===== src/uvs_pkg.sv =====
`timescale 1ns / 1ps
`default_nettype none
// ---------------------------------------------------------------------------
// uvs_pkg
// shared constants, types and the arctangent table of the sphere tessellator
// ---------------------------------------------------------------------------
package uvs_pkg;

  localparam int unsigned MaxSlices = 256;
  localparam int unsigned MaxStacks = 256;
  localparam int unsigned CordicIter = 16;
  localparam int unsigned FifoDepth = 4;
  localparam int unsigned FifoAw = $clog2(FifoDepth);

  localparam logic [31:0] GainQ30 = 32'd652032874;

  localparam logic [1:0] CfgRadius = 2'd0;
  localparam logic [1:0] CfgSlices = 2'd1;
  localparam logic [1:0] CfgStacks = 2'd2;

  typedef enum logic [1:0] {
    OP_VERTEX = 2'd0,
    OP_QUAD   = 2'd1,
    OP_BAD    = 2'd2
  } op_e;

  // classified request handed from the front end to the back end
  typedef struct packed {
    op_e         op;
    logic [8:0]  stack;
    logic [7:0]  slice;
    logic [8:0]  slices;
    logic [8:0]  stacks;
    logic [16:0] radius;
  } req_t;

  // one result item
  typedef struct packed {
    logic signed [16:0] pos_x;
    logic signed [16:0] pos_y;
    logic signed [16:0] pos_z;
    logic signed [15:0] norm_x;
    logic signed [15:0] norm_y;
    logic signed [15:0] norm_z;
    logic [15:0]        tex_u;
    logic [15:0]        tex_v;
    logic [16:0]        vertex_index;
    logic               last;
    logic               bad_request;
  } res_t;

  function automatic logic signed [35:0] atan_turn(input int unsigned k);
    logic signed [35:0] r;
    r = 36'sd0;
    unique case (k)
      0: r = 36'sh020000000;
      1: r = 36'sh012E4051E;
      2: r = 36'sh009FB385B;
      3: r = 36'sh0051111D4;
      4: r = 36'sh0028B0D43;
      5: r = 36'sh00145D7E1;
      6: r = 36'sh000A2F61E;
      7: r = 36'sh000517C55;
      8: r = 36'sh00028BE53;
      9: r = 36'sh000145F2F;
      10: r = 36'sh0000A2F98;
      11: r = 36'sh0000517CC;
      12: r = 36'sh000028BE6;
      13: r = 36'sh0000145F3;
      14: r = 36'sh00000A2FA;
      15: r = 36'sh00000517D;
      16: r = 36'sh0000028BE;
      17: r = 36'sh00000145F;
      18: r = 36'sh000000A30;
      19: r = 36'sh000000518;
      20: r = 36'sh00000028C;
      21: r = 36'sh000000146;
      22: r = 36'sh0000000A3;
      23: r = 36'sh000000051;
      default: r = 36'sd0;
    endcase
    return r;
  endfunction

endpackage
`default_nettype wire


===== src/uvs_fifo.sv =====
`timescale 1ns / 1ps
`default_nettype none
// ---------------------------------------------------------------------------
// uvs_fifo
// short request queue between the front end and the back end
// ---------------------------------------------------------------------------
module uvs_fifo (
  input  wire logic          clk_i,
  input  wire logic          rst_ni,
  input  wire logic          push_i,
  input  wire uvs_pkg::req_t push_data_i,
  output logic               full_o,
  input  wire logic          pop_i,
  output uvs_pkg::req_t      pop_data_o,
  output logic               empty_o
);
  import uvs_pkg::*;

  req_t            mem_q [FifoDepth];
  logic [FifoAw:0] wr_q, rd_q;

  assign full_o     = (wr_q[FifoAw] != rd_q[FifoAw]) &&
                      (wr_q[FifoAw-1:0] == rd_q[FifoAw-1:0]);
  assign empty_o    = (wr_q == rd_q);
  assign pop_data_o = mem_q[rd_q[FifoAw-1:0]];

  always_ff @(posedge clk_i) begin
    if (push_i && !full_o) mem_q[wr_q[FifoAw-1:0]] <= push_data_i;
  end

  always_ff @(posedge clk_i or negedge rst_ni) begin
    if (!rst_ni) begin
      wr_q <= '0;
      rd_q <= '0;
    end else begin
      if (push_i && !full_o) wr_q <= wr_q + 1'b1;
      if (pop_i && !empty_o) rd_q <= rd_q + 1'b1;
    end
  end

endmodule
`default_nettype wire


===== config.mk =====
export PLATFORM = sky130hd
export DESIGN_NAME = uvs_fifo
export DESIGN_NICKNAME = d
export VERILOG_FILES = /design/src/uvs_pkg.sv /design/src/uvs_fifo.sv
export SDC_FILE = /design/constraint.sdc
export NUM_CORES = 1
export LEC_CHECK = 0
export ABC_CLOCK_PERIOD_IN_PS = 5010
export BUFFER_PORTS_ARGS = -buffer_cell sky130_fd_sc_hd__buf_2
export CAP_MARGIN = 20
export CORE_AREA = 2 2 103 145
export DETAILED_ROUTE_END_ITERATION = 6
export DIE_AREA = 0 0 105 147
export HOLD_SLACK_MARGIN = 0.12
export MAX_ROUTING_LAYER = met4
export PLACE_DENSITY = 0.83
export SYNTH_ARGS = -nofsm -noshare
export SYNTH_HDL_FRONTEND = slang
export SYNTH_SLANG_ARGS = --single-unit

===== constraint.sdc =====
create_clock -name clk_i -period 5.01 [get_ports clk_i]
set_input_delay 0.2505 -clock clk_i [delete_from_list [all_inputs] [get_ports clk_i]]
set_output_delay 0.2505 -clock clk_i [all_outputs]
set_load 0.1 [all_outputs]

==> results.txt <==
----------------------------------------------------
[Status]
  Run status ... complete, no violations

[Clocking]
  Clock latency reported for the late side of the worst-skew pair ... between 400 and 500 ps
  Clock-pin slew on the worst setup and hold paths ... ~70 ps
  Clock Root Buffer ... clkbuf_16
  Number of buffers inserted during clock tree synthesis ... 19
  Maximum buffer depth of the clock tree ... 3
  Clock sink total ... 222
  Number of gates resized after CTS ... 0
  H-tree depth ... 1
  CTS tree ... done

[Critical path]
  CP max-delay cell ... buf_4
  Number of cells traversed by the worst register-to-register path ... 4
  Minimum setup slack among reg-to-reg paths ... around 2300 ps
  Arrival time of the worst setup path ... 2840 ps
  R2r startpoint ... rd_q[0]$_DFFE_PN0P_
  Critical path fanouts, max ... 42
  Kind of capture point of the worst setup path ... primary output
  Cell-by-cell trace of the critical path ... buf_4 > mux4_2 > buf_2
  Cell family with the largest share of critical-path delay ... buffers and inverters
  Crit Path Category ... reg -> out
  Number of buffers and inverters on the critical path ... 2
  Data required time of the critical path ... between 4000 and 5000 ps
  Nature of the critical path startpoint ... flop
  Endpoint of the worst register-to-register path ... mem_q[2][12]$_DFFE_PP_
  Delay contributed by the slowest stage of the critical path ... about 720 ps

[Global routing]
  GR met3 Demand/Resource ... approximately 2.7%
  Remaining global-route overflow ... 0
  Vias in the first global route ... between 4000 and 5000
  Antenna violations before repair ... 1
  Largest net degree at the start of global routing ... 60
  Global routing usage on met2 ... a little over a third
  GR met1 Demand/Resource ... 27.2%
  Total track usage ... 21.2%
  Wire length of the first global-routing pass ... approximately 24 mm
  Peak-usage layer in the global routing report ... met2

[Timing]
  Clock tree skew after final layout ... approximately 11 ps
  Min Clock Period, post-route ... 3090 ps
  Number of setup violations in the final report ... 0
  Share of the clock period used by the worst path after layout ... approximately three fifths
  Sum of negative setup slack ... 0 ps
  Relative max-transition margin ... 31.1%
  Unrepaired setup endpoints after global routing ... no
  Least-Margin Pin Slew ... around 1000 ps
  Upper clock frequency limit ... around 320 MHz
  Total count of max-transition violations in the final report ... 0
  Count of endpoints failing hold in the final timing report ... 0

[Route]
  Detailed-route wire length ... approximately 16 mm
  Pre-Repair DR Iteration Count ... 4
  Post-route antenna net violation count ... 0
  Iter 0 DRT Violations ... 264
  Via Count ... a little over 4000
  Average detailed-routed wire length per instance ... around 22 um
  Count of unresolved DRC violations after routing ... 0
  Via/cell ratio ... ~5.7

[Finish]
  Final Net Count ... 580
  Proportion of layout cells with a drive suffix above 1 ... between 30 and 40%
  Final cell area excluding filler cells ... between 10000 and 15000 um^2
  Final instance count without filler cells ... between 700 and 800
  Layout overhead on the synthesized area ... 23.6%

[Floorplan]
  Die X-Extent ... roughly 110 um
  Die extent in y ... 147 um
  Initial standard-cell utilization of the core ... about 60%
  I/O pin total ... about 110
  Die footprint ... 15400 um^2
  Number of placement rows ... 52
  Total core area ... between 10000 and 15000 um^2

[Synth]
  Instance count of the mapped netlist ... roughly 330
  Cell taking the most area after synthesis ... edfxtp_1
  Syn_area_per_cell ... 25.1 um^2
  Sequential fraction of the synthesis area ... between 80 and 90%
  Syn_nets ... a little under 400
  Number of distinct library cell variants in the gate-level netlist after synthesis ... 22
  Proportion of netlist area held by the largest area contributor ... approximately four fifths
  Flip-flop and latch count after synthesis ... 222
  Main area contributors after synthesis ... edfxtp_1 78%, mux4_2 15%, dfrtp_1 1.8%
  Synthesized area ... slightly above 8000 um^2
  Number of warnings reported in the yosys synthesis log ... 0

[Placement]
  Number of cells after detailed placement ... between 600 and 700
  Weighted congestion reported at the end of routability-driven placement ... 0.825
  Input/output buffers ... ~110
  Total placed instance area ... 9060 um^2
  Detail Placement HPWL ... about 8.9 mm

[Hold path]
  Start point of the worst min-delay path ... push_data_i[11]
  Hold Path Class ... in -> reg
  Endpoint of the worst hold path ... mem_q[3][11]$_DFFE_PP_
  Cell count of the worst hold path ... 2

[Job]
  Number of maximum-capacitance constraint violations ... 0

----------------------------------------------------
-- placed cells by master (no fill, tap or decap) --
cell | Yosys | final
edfxtp_1 | 216 | 216
buf_2 | 6 | 113
dlygate4sd3_1 | 0 | 58
mux4_2 | 54 | 54
clkbuf_16 | 0 | 19
buf_4 | 0 | 7
xnor2_1 | 5 | 5
o31ai_1 | 5 | 5
ha_1 | 5 | 5
inv_1 | 4 | 4
a21oi_1 | 4 | 4
clkinv_2 | 0 | 4
clkbuf_1 | 2 | 4
dfrtp_1 | 6 | 4
and3_2 | 3 | 3
nand2_1 | 3 | 3
clkinv_1 | 0 | 3
bufinv_16 | 0 | 3
xor2_1 | 2 | 2
nor3_1 | 2 | 2
nand2b_1 | 2 | 2
a211oi_1 | 2 | 2
diode_2 | 0 | 1
xor2_2 | 1 | 1
nand3_1 | 1 | 1
xor2_4 | 1 | 1
a31oi_4 | 1 | 1
a21boi_0 | 1 | 1
dfrtp_4 | 0 | 1
dfrtp_2 | 0 | 1
-- worst max-delay path by stage --
stage / startpoint / endpoint / slack [ps] / depth (start not counted)
detailed placement: rd_q[0]$_DFFE_PN0P_ / mem_q[1][5]$_DFFE_PP_ / 2240 / 4
CTS: rd_q[0]$_DFFE_PN0P_ / pop_data_o[21] / 1820 / 3
finish: rd_q[0]$_DFFE_PN0P_ / pop_data_o[21] / 1920 / 3
global placement: rd_q[0]$_DFFE_PN0P_ / mem_q[0][37]$_DFFE_PP_ / 2290 / 4
global route: rd_q[0]$_DFFE_PN0P_ / pop_data_o[48] / 1710 / 3
floorplan: rd_q[0]$_DFFE_PN0P_ / empty_o / 1890 / 3
-- cell type report --
cell class              instances  area (um^2)
diodes                          1         2.50
well taps                     189          236
multi-input cells              92         1550
clock inverters                10          121
repair buffers                178         1200
flip-flops and latches        222         6640
fillers                       832         3930
clock buffers                  23          490
inverters                       4         15.0
-- cell usage after synthesis --
master,number
a211oi_1,2
a21boi_0,1
a21oi_1,4
a31oi_4,1
and3_2,3
buf_2,6
buf_6,5
clkbuf_1,2
dfrtp_1,6
edfxtp_1,216
ha_1,5
inv_1,4
mux4_2,54
nand2_1,3
nand2b_1,2
nand3_1,1
nor3_1,2
o31ai_1,5
xnor2_1,5
xor2_1,2
xor2_2,1
xor2_4,1
-- flip-flops by register name, summed over array words and instances, names as in the netlist --
| name | flops |
|---|---|
| wr_q | 3 |
| rd_q | 3 |
| mem_q | 216 |
-- cells by family after synthesis --
family	share of synthesized area, %
buffers and inverters	1.31
flip-flops	80.0
AO/OA/AOI/OAI	1.22
adder cells (fa/ha/maj)	0.754
multiplexers	14.7
AND/OR/NAND/NOR	0.739
XOR/XNOR	1.27
-- metrics by stage --
stage          setup slack [ps]  hold WS [ps]  utilization (%)
2_1_floorplan              1890         -45.1                -
3_3_place_gp               2290          86.3             63.9
3_5_place_dp               2240          84.9             63.9
4_1_cts                    1820           514             72.3
5_1_grt                    1710           525             72.3
6_report                   1920           526             72.3
-- metal layers --
metal / vias to the layer above / wire length, um
met2: 186 / 8450
met5: - / 0
met3: 32 / 969
met1: 2073 / 5950
met4: 0 / 429
li1: 1780 / -
-- what timing repair did --
action	4_1_cts	5_1_grt
setup buffers	0	0
hold endpoints to repair	225	0
setup endpoints to repair	0	0
hold buffers	58	0
Power is not shown: default switching activity piles up to over one toggle a cycle in this logic, so the estimate is an artifact.
