[config.mk]
export PLATFORM = sky130hd
export DESIGN_NAME = uvs_front
export DESIGN_NICKNAME = d
export VERILOG_FILES = /design/src/uvs_pkg.sv /design/src/uvs_front.sv
export SDC_FILE = /design/constraint.sdc
export NUM_CORES = 1
export LEC_CHECK = 0
export ABC_AREA = 1
export BUFFER_PORTS_ARGS = -buffer_cell sky130_fd_sc_hd__clkbuf_2
export CORE_MARGIN = 5
export CORE_UTILIZATION = 30
export CTS_CLUSTER_DIAMETER = 40
export DETAILED_ROUTE_END_ITERATION = 6
export PLACE_DENSITY_LB_ADDON = 0.08
export SLEW_MARGIN = 30
export SYNTH_ARGS = -nofsm -noshare
export SYNTH_HDL_FRONTEND = slang
export SYNTH_SLANG_ARGS = --single-unit
[constraint.sdc]
create_clock -name clk_i -period 5.17 [get_ports clk_i]
set_input_delay 0.517 -clock clk_i [delete_from_list [all_inputs] [get_ports clk_i]]
set_output_delay 0.517 -clock clk_i [all_outputs]
set_load 0.05 [all_outputs]
[src/uvs_pkg.sv]
`timescale 1ns / 1ps
`default_nettype none
// ---------------------------------------------------------------------------
// uvs_pkg
// shared constants, types and the arctangent table of the sphere tessellator
// ---------------------------------------------------------------------------
package uvs_pkg;

  localparam int unsigned MaxSlices = 256;
  localparam int unsigned MaxStacks = 256;
  localparam int unsigned CordicIter = 16;
  localparam int unsigned FifoDepth = 4;
  localparam int unsigned FifoAw = $clog2(FifoDepth);

  localparam logic [31:0] GainQ30 = 32'd652032874;

  localparam logic [1:0] CfgRadius = 2'd0;
  localparam logic [1:0] CfgSlices = 2'd1;
  localparam logic [1:0] CfgStacks = 2'd2;

  typedef enum logic [1:0] {
    OP_VERTEX = 2'd0,
    OP_QUAD   = 2'd1,
    OP_BAD    = 2'd2
  } op_e;

  // classified request handed from the front end to the back end
  typedef struct packed {
    op_e         op;
    logic [8:0]  stack;
    logic [7:0]  slice;
    logic [8:0]  slices;
    logic [8:0]  stacks;
    logic [16:0] radius;
  } req_t;

  // one result item
  typedef struct packed {
    logic signed [16:0] pos_x;
    logic signed [16:0] pos_y;
    logic signed [16:0] pos_z;
    logic signed [15:0] norm_x;
    logic signed [15:0] norm_y;
    logic signed [15:0] norm_z;
    logic [15:0]        tex_u;
    logic [15:0]        tex_v;
    logic [16:0]        vertex_index;
    logic               last;
    logic               bad_request;
  } res_t;

  function automatic logic signed [35:0] atan_turn(input int unsigned k);
    logic signed [35:0] r;
    r = 36'sd0;
    unique case (k)
      0: r = 36'sh020000000;
      1: r = 36'sh012E4051E;
      2: r = 36'sh009FB385B;
      3: r = 36'sh0051111D4;
      4: r = 36'sh0028B0D43;
      5: r = 36'sh00145D7E1;
      6: r = 36'sh000A2F61E;
      7: r = 36'sh000517C55;
      8: r = 36'sh00028BE53;
      9: r = 36'sh000145F2F;
      10: r = 36'sh0000A2F98;
      11: r = 36'sh0000517CC;
      12: r = 36'sh000028BE6;
      13: r = 36'sh0000145F3;
      14: r = 36'sh00000A2FA;
      15: r = 36'sh00000517D;
      16: r = 36'sh0000028BE;
      17: r = 36'sh00000145F;
      18: r = 36'sh000000A30;
      19: r = 36'sh000000518;
      20: r = 36'sh00000028C;
      21: r = 36'sh000000146;
      22: r = 36'sh0000000A3;
      23: r = 36'sh000000051;
      default: r = 36'sd0;
    endcase
    return r;
  endfunction

endpackage
`default_nettype wire

[src/uvs_front.sv]
`timescale 1ns / 1ps
`default_nettype none
// ---------------------------------------------------------------------------
// uvs_front
// accepts requests, applies effective sizes and checks the grid bounds
// ---------------------------------------------------------------------------
module uvs_front (
  input  wire logic          clk_i,
  input  wire logic          rst_ni,
  input  wire logic          cfg_we_i,
  input  wire logic [1:0]    cfg_idx_i,
  input  wire logic [15:0]   cfg_data_i,
  input  wire logic          in_valid_i,
  input  wire logic          in_kind_i,
  input  wire logic [8:0]    in_stack_i,
  input  wire logic [7:0]    in_slice_i,
  output logic               in_ready_o,
  output logic               push_o,
  output uvs_pkg::req_t      push_data_o,
  input  wire logic          full_i
);
  import uvs_pkg::*;

  logic [15:0] radius_q;
  logic [8:0]  slices_q, stacks_q;
  logic [8:0]  s_eff, t_eff;
  logic        bad;

  always_ff @(posedge clk_i or negedge rst_ni) begin
    if (!rst_ni) begin
      radius_q <= 16'd256;
      slices_q <= 9'd3;
      stacks_q <= 9'd3;
    end else if (cfg_we_i) begin
      unique case (cfg_idx_i)
        CfgRadius: radius_q <= cfg_data_i;
        CfgSlices: slices_q <= cfg_data_i[8:0];
        CfgStacks: stacks_q <= cfg_data_i[8:0];
        default: ;
      endcase
    end
  end

  always_comb begin
    s_eff = (slices_q > 9'(MaxSlices)) ? 9'(MaxSlices) : slices_q;
    if (s_eff < 9'd3) s_eff = 9'd3;
    t_eff = (stacks_q > 9'(MaxStacks)) ? 9'(MaxStacks) : stacks_q;
    if (t_eff < 9'd3) t_eff = 9'd3;
    bad = ({1'b0, in_slice_i} >= s_eff) ||
          (in_kind_i ? (in_stack_i >= t_eff) : (in_stack_i > t_eff));
    push_data_o.op     = bad ? OP_BAD : (in_kind_i ? OP_QUAD : OP_VERTEX);
    push_data_o.stack  = in_stack_i;
    push_data_o.slice  = in_slice_i;
    push_data_o.slices = s_eff;
    push_data_o.stacks = t_eff;
    push_data_o.radius = (radius_q == 16'd0) ? 17'd256 : {1'b0, radius_q};
  end

  assign in_ready_o = !full_i;
  assign push_o     = in_valid_i && !full_i;

endmodule
`default_nettype wire

==> results by group, run 1 <==
Run status
  • Status: finished clean

CTS
  • Post-CTS Setup Bufs: 0
  • CTS tree: built
  • Cts hold-fix bufs: 0
  • Clock-pin slew on the worst setup and hold paths: 0.07 ns
  • CTS Sinks: 34
  • H-tree levels: 2
  • Post_cts resized: 0
  • CTS buffer count: 5
  • Max clock buf depth: 2
  • Clk_lat worst skew: 0.28 ns
  • Clk root buf: clkbuf_8

Place
  • DP Wirelength: 4666 µm
  • GP Congestion: 0.7235
  • Port-buffer cells: 95
  • # placed instances: 465

Setup path
  • CP Capture Type: output pin
  • Crit Path Class: reg2out
  • Startpoint types: flip-flop
  • Worst-path maximum fanout: 4
  • WP data arrival: 2.63 ns
  • WP data required: 4.65 ns

Global routing
  • Initial antenna violation count: 0
  • Grt ovf: 0
  • GRT Util Overall: 12.12%
  • First-pass GRT wire length: 9425 µm
  • Number of global-route vias before repair: 1,977
  • Largest net degree at the start of global routing: 35

Timing
  • Final hold vios: 0
  • Fmax: 317.8 MHz
  • Pins Over Slew Limit: 0
  • Final setup violation count: 0
  • Post-route setup TNS: 0 ns
  • Hold slack: 0.3001 ns
  • Measured slew at the worst slew-check pin: 0.7728 ns
  • Final Skew: 0 ns
  • Tcrit/Tclk final: 60.87%
  • Unrepaired setup endpoints after global routing: false
  • Slew HR: 48.48%
  • Clock period minus worst slack: 3.147 ns

Finish
  • # diodes: 0
  • Area Growth Syn to Fin: 19.54%
  • Finished Layout Cells: 473
  • Final Core Density: 36.43%
  • Layout cell share with drive strength beyond 1: 33.69%
  • NumNets Final: 428

Route
  • Met2 Wirelength: 2414 µm
  • TritonRoute pass-1 iters: 4
  • DRC: 0
  • Top sig layer: met4
  • Length of routed met3 wiring: 547 µm
  • M1 wire length: 2670 µm
  • DR vias: 2,009
  • WL final: 5696 µm
  • Antenna-violating nets left: 0
  • 1st-iter DRT viols: 67
  • Vias per cell: 4.247
  • Wire per inst: 12.04 µm

Yosys
  • Yosys top cell by area: dfrtp_1
  • Mapped Area: 2318 µm²
  • Library cells used by synthesis: 27
  • Yosys reg bits: 34
  • YS warnings: 0
  • Synth area leaders: dfrtp_1 31%, nand2_1 9.7%, inv_1 9.4%
  • Sequential-to-total area share from yosys stat: 36.97%
  • Syn Inst Count: 309
  • Top cell type's share of synthesized area: 31.30%
  • Post-Synthesis Net Count: 367
  • Syn avg cell area: 7.503 µm²

Flow run
  • Maxcap violations: 0

Floorplan
  • # IOs: 97
  • Core Region: 7607 µm²
  • Initial Util: 30.48%
  • Die Area: 9586 µm²
  • Die H: 97.91 µm
  • Die W: 97.91 µm
  • Row count: 32

Min path
  • Worst min path class: in2async

Power
  • Leakage: 1.591 nW
  • PwrDens: 379.6 nW/µm²
  • Max VDD drop: 207.2 µV
-- synth_stat cells --
cell,instances
nand3_1,7
a21oi_1,4
dfrtp_1,29
inv_4,1
conb_1,1
clkbuf_1,19
o21ai_0,31
inv_1,58
mux2_4,2
nand2_2,3
nor3_1,2
buf_6,2
nor4_1,4
mux2_2,5
o21ai_2,1
nand2_1,60
dlygate4sd1_1,1
ha_1,17
nand3b_1,2
nor2_2,2
nand3_2,2
dfstp_2,5
nor2_1,25
buf_4,19
nand4_1,5
o31ai_1,1
a21boi_2,1
-- final cells by class --
class | count | area, µm²
timing repair buffer | 95 | 475.5
sequential | 34 | 857.1
tap | 102 | 127.6
clock buffer | 6 | 82.58
multi-input combinational | 175 | 992.2
fill | 850 | 4836
inverter | 59 | 224.0
clock inverter | 2 | 12.51
-- final timing paths --
path	from	to	slack [ns]	cells past startpoint
setup reg to reg	slices_q[8]	slices_q[8]	4.34	2
hold / removal	rst_ni	stacks_q[5]	0.30	1
setup / recovery	slices_q[7]	push_data_o[52]	2.02	17
max in group asynchronous	rst_ni	slices_q[3]	4.38	1
hold reg to reg	stacks_q[4]	stacks_q[4]	0.49	2
min in group clk_i	cfg_data_i[13]	radius_q[13]	0.46	2
-- placed cells by master, fill, tap and decap left out --
| cell | n |
|---|---|
| nand2_1 | 60 |
| nand4_1 | 5 |
| dfrtp_1 | 29 |
| a21oi_1 | 4 |
| conb_1 | 1 |
| o31ai_1 | 1 |
| buf_2 | 1 |
| nor4_1 | 4 |
| ha_1 | 17 |
| nand3b_1 | 2 |
| mux2_2 | 5 |
| clkinv_2 | 1 |
| clkbuf_8 | 6 |
| inv_1 | 58 |
| inv_4 | 1 |
| dfstp_2 | 5 |
| o21ai_0 | 31 |
| nor2_1 | 25 |
| mux2_4 | 2 |
| nand3_1 | 7 |
| clkinvlp_4 | 1 |
| a21boi_2 | 1 |
| nor2_2 | 2 |
| clkbuf_2 | 94 |
| o21ai_2 | 1 |
| nor3_1 | 2 |
| nand3_2 | 2 |
| nand2_2 | 3 |
-- cells by family after synthesis --
group | synth area share [%]
other | 0.1617
muxes | 3.724
AOI/OAI and AO/OA | 8.743
and+or+nand+nor | 20.99
DFF | 36.97
adders and majority gates | 9.174
buffers and inverters | 20.24
-- metrics by stage --
| stage | total power, mW | setup slack (ns) | instance area, µm² |
|---|---|---|---|
| after floorplan | 0.7603 | 1.491 | 2318 |
| after global placement | 0.8567 | 2.323 | 2676 |
| after detailed placement | 0.8603 | 2.316 | 2676 |
| after CTS | 1.068 | 1.978 | 2771 |
| after global routing | 1.131 | 1.706 | 2771 |
| final | 1.052 | 2.023 | 2771 |
-- power breakdown --
part | total [mW] | internal (mW) | switching, mW
registers | 0.359 | 0.315 | 0.0439
clock network | 0.205 | 0.107 | 0.0981
logic | 0.488 | 0.127 | 0.361
-- worst max-delay path: stages, from the launching register on --
cell,delay [ns]
dfrtp_1,0.43
nor2_1,0.11
nand3_1,0.09
o21ai_2,0.21
inv_1,0.09
nor2_1,0.15
inv_1,0.06
ha_1,0.29
nand2_1,0.09
inv_1,0.04
nand2_1,0.06
nand2_1,0.05
nand2_1,0.05
nand3_1,0.07
nor2_2,0.11
nand3_2,0.09
nor2_2,0.08
clkbuf_2,0.27
-- flip-flops by register name, indices dropped and copies added (netlist names) --
register,count
slices_q,9
stacks_q,9
radius_q,16
-- per-layer routing --
metal | up-vias | global-route usage (%)
met5 | - | 0
met4 | 0 | 3.195
met3 | 7 | 4.857
met2 | 78 | 18.32
met1 | 874 | 16.12
li1 | 1050 | -
No activity file was read; power rests on OpenSTA's default activity.
==> run 2, diff against run 1 <==
==> constraint.sdc (replaced) <==
create_clock -name clk_i -period 3 [get_ports clk_i]
set_input_delay 0.3 -clock clk_i [delete_from_list [all_inputs] [get_ports clk_i]]
set_output_delay 0.3 -clock clk_i [all_outputs]
set_load 0.05 [all_outputs]
==> run 2 against run 1 <==
Final cell count increased by 2.3%. Power increased by 78%. Routed wire length decreased by 0.35%. Via count decreased by 0.60%. Sequential cell count unchanged. Combinational power increased by 86%. Final area increased by 4.6%. Largest power group unchanged. Register-to-register slack got worse by 2.2 ns. Utilization increased by 1.7 points. First-iteration DRC count decreased by 22%. Sequential share of layout area decreased by 1.3 points.
==> results by group, run 2 (synthesized netlist as in run 1, its figures left out) <==
Route
  • 1st-iter DRT viols: 52
  • Antenna-violating nets left: 0
  • TritonRoute pass-1 iters: 4
  • Wire per inst: 11.73 µm
  • DRC: 0
  • DR vias: 1,997
  • WL final: 5676 µm
  • Vias per cell: 4.126

Flow run
  • Maxcap violations: 0

Timing
  • Final setup violation count: 0
  • Clock period minus worst slack: 2.811 ns
  • Fmax: 355.7 MHz
  • Slew HR: 49.18%
  • Pins Over Slew Limit: 0
  • Measured slew at the worst slew-check pin: 0.7624 ns
  • Final hold vios: 0
  • Final Skew: 0 ns
  • Tcrit/Tclk final: 93.70%

Power
  • Max VDD drop: 285.8 µV
  • Leakage: 1.654 nW
  • PwrDens: 645.0 nW/µm²

Finish
  • NumNets Final: 439
  • Area of the multi-input gates: 1031 µm²
  • Largest Register: radius_q
  • Finished Layout Cells: 484
  • # diodes: 0
  • Reg area: 857.1 µm²
  • Largest register FFs: 16
  • Fillers: 819
  • Layout cell share with drive strength beyond 1: 39.01%
  • Regs by FF count: radius_q x16, slices_q x9, stacks_q x9
  • Most common cell after layout, fill and taps aside: clkbuf_2
  • Area Growth Syn to Fin: 24.99%
  • Final Core Density: 38.09%
  • Most frequent cells in the layout: 92 x clkbuf_2, 60 x nand2_1, 56 x inv_1, 29 x o21ai_0, 29 x dfrtp_1

CTS
  • Clock-pin slew on the worst setup and hold paths: 0.07 ns
  • CTS tree: built
  • Max clock buf depth: 2
  • CTS buffer count: 5
  • Clk_lat worst skew: 0.28 ns
  • Cts hold-fix bufs: 0
  • Clk root buf: clkbuf_8
  • CTS Sinks: 34
  • H-tree levels: 2

Floorplan
  • Die Area: 9586 µm²
  • Die H: 97.91 µm
  • Initial Util: 30.48%
  • Die W: 97.91 µm
  • # IOs: 97
  • Core Region: 7607 µm²
  • Row count: 32

Global routing
  • Grt ovf: 0
  • Initial antenna violation count: 0
  • Number of global-route vias before repair: 1,933
  • First-pass GRT wire length: 9190 µm
  • GRT Util Overall: 11.77%
  • Largest net degree at the start of global routing: 35

Place
  • # placed instances: 466
  • DP Wirelength: 4653 µm
  • GP Congestion: 0.7684
  • Port-buffer cells: 95

Setup path
  • WP data arrival: 2.51 ns
  • R2r endpoint: slices_q[8]
  • Crit path launch: slices_q[5]
  • Crit Path Class: reg2out
  • Worst setup path endpoint: push_data_o[52]
  • Largest delay share family, worst path: simple AND/OR/NAND/NOR gates
  • CP max stage cell: dfrtp_1
  • Startpoint types: flip-flop
  • CP max stage delay: 0.42 ns
  • Reg2Reg Setup Slack: 2.10 ns
  • CP Depth: 15
  • CP Capture Type: output pin
  • CP most frequent cell: nor2_2
  • Worst-path maximum fanout: 4
  • CP Cell Sequence: nor2_1 > nand3_1 > o21ai_2 > inv_2 > nor2_2 > inv_1 > ha_1 > a21oi_1 > nand2_1 > nand2_1 > nand3_2 > nor2_2 > nand3_2 > nor2_2 > buf_6
  • R2R depth: 3
  • Reg2Reg Launch Point: slices_q[8]
  • WP data required: 2.70 ns
  • Worst Path Buf+Inv: 3

Run status
  • Status: finished clean

Min path
  • Worst min path class: in2async
-- run 2: final cells by class --
cell class | instances | share of cell area (%)
Clock inverter | 1 | 0.1727
Sequential cell | 34 | 29.58
Tap cell | 102 | 4.404
Inverter | 59 | 7.729
Clock buffer | 7 | 2.979
Multi-Input combinational cell | 175 | 35.58
Timing Repair Buffer | 106 | 19.56
-- run 2: worst reg2reg max path: cells and delay by family (launching register included) --
family	cells	cell delay [ns]
DFF	1	0.45
buffers and inverters	1	0.19
AOI/OAI and AO/OA	1	0.08
and+or+nand+nor	1	0.06
-- run 2: what timing repair did --
action / CTS / global route
buffers inserted: 0 / 10
setup endpoints to repair: 0 / 2
gates resized for setup: 0 / 14
-- run 2: power by group --
part	internal, mW	switching, mW	total, mW	leakage [nW]
combinational	0.263	0.644	0.907	1.20
clock	0.185	0.161	0.347	0.0482
sequential	0.543	0.0726	0.616	0.410
total	0.991	0.878	1.87	1.65
-- run 2: worst min path at each step --
| stage | end | slack [ns] | startpoint |
|---|---|---|---|
| 4_1_cts | radius_q[4] | 0.14 | rst_ni |
| 5_1_grt | radius_q[4] | 0.16 | rst_ni |
| 2_1_floorplan | radius_q[0] | 0.004 | rst_ni |
| 6_report | radius_q[4] | 0.08 | rst_ni |
| 3_3_place_gp | radius_q[7] | 0.46 | rst_ni |
| 3_5_place_dp | radius_q[7] | 0.45 | rst_ni |
-- run 2: metrics by stage --
step	setup slack [ns]	hold WS [ns]	setup TNS [ns]	area (µm²)	power, mW
after floorplan	0.03618	0.004409	0	2336	1.320
after global placement	0.3556	0.4645	0	2701	1.492
after detailed placement	0.3555	0.4492	0	2701	1.494
after CTS	0.04072	0.1395	0	2793	1.846
after global routing	-0.02615	0.1590	-0.02615	2898	2.001
final	0.1889	0.08421	0	2898	1.869
-- run 2: routing by layer --
metal | GRT usage (%) | up-vias | wire length (µm)
met5 | 0 | - | 0
met4 | 3.195 | 0 | 58
met3 | 3.286 | 4 | 397
met2 | 18.53 | 66 | 2419
met1 | 15.89 | 850 | 2801
li1 | - | 1077 | -
==> run 3, diff against run 2 <==
--- a/config.mk
+++ b/config.mk
@@ -7,10 +7,12 @@
 export LEC_CHECK = 0
 export ABC_AREA = 1
 export BUFFER_PORTS_ARGS = -buffer_cell sky130_fd_sc_hd__clkbuf_2
+export CORE_ASPECT_RATIO = 1.25
 export CORE_MARGIN = 5
 export CORE_UTILIZATION = 30
 export CTS_CLUSTER_DIAMETER = 40
 export DETAILED_ROUTE_END_ITERATION = 6
+export GPL_TIMING_DRIVEN = 0
 export PLACE_DENSITY_LB_ADDON = 0.08
 export SLEW_MARGIN = 30
 export SYNTH_ARGS = -nofsm -noshare
==> run 3 against run 2 <==
Worst hold slack worse by 0.0068 ns. Register-to-register slack better by 0.09 ns. Sequential share of layout area is 2.1 points lower. Highest routed layer unchanged. Maximum frequency is 1.7% higher. Non-clock buffer count is 36 higher. Sequential cell count stayed put. Combinational power is 6.5% higher. Largest power group unchanged. Via count is 8.2% higher. Global-route usage is 0.64 points higher. Clock-buffer cell count is 1 lower. Setup slack better by 0.047 ns. Utilization is 3.8 points higher. Critical path type unchanged.
==> results by group, run 3 (synthesized netlist as in run 1, its figures left out) <==
Finish
  • Layout cell share with drive strength beyond 1: 41.15%
  • Largest Register: radius_q
  • Largest register FFs: 16
  • Regs by FF count: radius_q x16, slices_q x9, stacks_q x9
  • # diodes: 0
  • Area Growth Syn to Fin: 34.54%
  • Most frequent cells in the layout: 92 x clkbuf_2, 58 x nand2_1, 51 x inv_1, 28 x dfrtp_1, 27 x o21ai_0
  • Final Core Density: 41.90%
  • NumNets Final: 475
  • Most common cell after layout, fill and taps aside: clkbuf_2

Timing
  • Pins Over Slew Limit: 0
  • Fmax: 361.8 MHz
  • Clock period minus worst slack: 2.764 ns
  • Slew HR: 49.13%
  • Final setup violation count: 0
  • Tcrit/Tclk final: 92.14%
  • Final hold vios: 0
  • Final Skew: 0 ns
  • Post-route setup TNS: 0 ns
  • Measured slew at the worst slew-check pin: 0.7630 ns
  • Unrepaired setup endpoints after global routing: false

Global routing
  • Grt ovf: 0
  • Initial antenna violation count: 0
  • Largest net degree at the start of global routing: 35
  • First-pass GRT wire length: 9349 µm
  • Number of global-route vias before repair: 2,011
  • GRT Util Overall: 12.41%

CTS
  • Clk root buf: clkbuf_8
  • CTS tree: built
  • CTS buffer count: 5
  • Cts hold-fix bufs: 0
  • CTS Sinks: 34
  • Clock-pin slew on the worst setup and hold paths: 0.08 ns
  • Clk_lat worst skew: 0.29 ns
  • H-tree levels: 2
  • Max clock buf depth: 2

Floorplan
  • Initial Util: 31.14%
  • Row count: 35
  • Die W: 88.63 µm
  • Die Area: 9597 µm²
  • Core Region: 7445 µm²
  • Die H: 108.3 µm
  • # IOs: 97

Route
  • DRC: 0
  • TritonRoute pass-1 iters: 7
  • DR vias: 2,160
  • Antenna-violating nets left: 0
  • 1st-iter DRT viols: 40
  • WL final: 5854 µm
  • Vias per cell: 4.235
  • Wire per inst: 11.48 µm

Place
  • GP Congestion: 0.7280
  • Port-buffer cells: 95
  • DP Wirelength: 4820 µm

Setup path
  • WP data required: 2.70 ns
  • Startpoint types: flip-flop
  • Crit Path Class: reg2out
  • R2r endpoint: slices_q[2]
  • CP Capture Type: output pin
  • WP data arrival: 2.46 ns
  • R2R depth: 3
  • Reg2Reg Launch Point: slices_q[2]
  • Worst-path maximum fanout: 4
  • Reg2Reg Setup Slack: 2.19 ns

Power
  • PwrDens: 609.5 nW/µm²
  • Max VDD drop: 376.9 µV
  • Leakage: 1.752 nW

Min path
  • Worst min path class: in2async

Flow run
  • Maxcap violations: 0

Run status
  • Status: finished clean
[run 3: cell type report]
class,count,area (µm²)
inverters,59,224.0
flip-flops and latches,34,858.3
well taps,92,115.1
multi-input cells,175,1061
repair buffers,101,533.0
fillers,825,4325
clock buffers,6,72.57
plain buffers,41,245.2
clock inverters,2,10.01
[run 3: stage by stage]
step	hold WS, ns	std cells	power, mW	instance area, µm²	worst slack (ns)
5_1_grt	0.1384	510	2.047	3119	0.004210
6_report	0.07745	510	1.901	3119	0.2357
2_1_floorplan	0.004409	309	1.320	2336	0.03618
4_1_cts	0.1471	504	1.870	3009	0.02115
3_5_place_dp	0.4584	496	1.544	2927	0.3510
3_3_place_gp	0.4600	496	1.538	2927	0.3227
[run 3: power breakdown]
group          leakage, nW  internal, mW  switching, mW
registers            0.409         0.543         0.0660
logic                 1.30         0.299          0.667
clock network       0.0450         0.161          0.164
total                 1.75          1.00          0.898
[run 3: worst max-delay path by stage]
stage | start | end | slack [ns] | cells past startpoint
final | slices_q[6] | push_data_o[52] | 0.24 | 15
after global routing | stacks_q[5] | push_data_o[52] | 0.004 | 17
after CTS | stacks_q[2] | push_data_o[53] | 0.02 | 15
after detailed placement | stacks_q[2] | push_data_o[53] | 0.35 | 15
after global placement | stacks_q[2] | push_data_o[53] | 0.32 | 15
after floorplan | stacks_q[8] | push_data_o[52] | 0.04 | 11
[run 3: critical path, cell delays in order, from the launching register on]
cell and delay [ns]:
dfrtp_1 0.40, inv_1 0.12, nand3_1 0.10, o21ai_2 0.20, inv_2 0.11, nor2_4 0.10, inv_1 0.05, ha_1 0.28
nand2_1 0.06, nand2_1 0.06, a21boi_2 0.11, nand3_1 0.09, nor2_2 0.13, nand3_2 0.08, nor2_2 0.12, buf_6 0.16
[run 3: what timing repair did]
action,CTS,global route
resized for setup,0,27
endpoints found under the setup margin,0,2
buffers inserted,0,6
[run 3: routing by layer]
layer	global-route usage, %	up-vias	share of wire [%]
li1	-	1143	-
met2	20.17	78	47
met3	3.506	5	8.6
met4	3.240	0	1.1
met1	16.05	934	43
met5	0	-	0
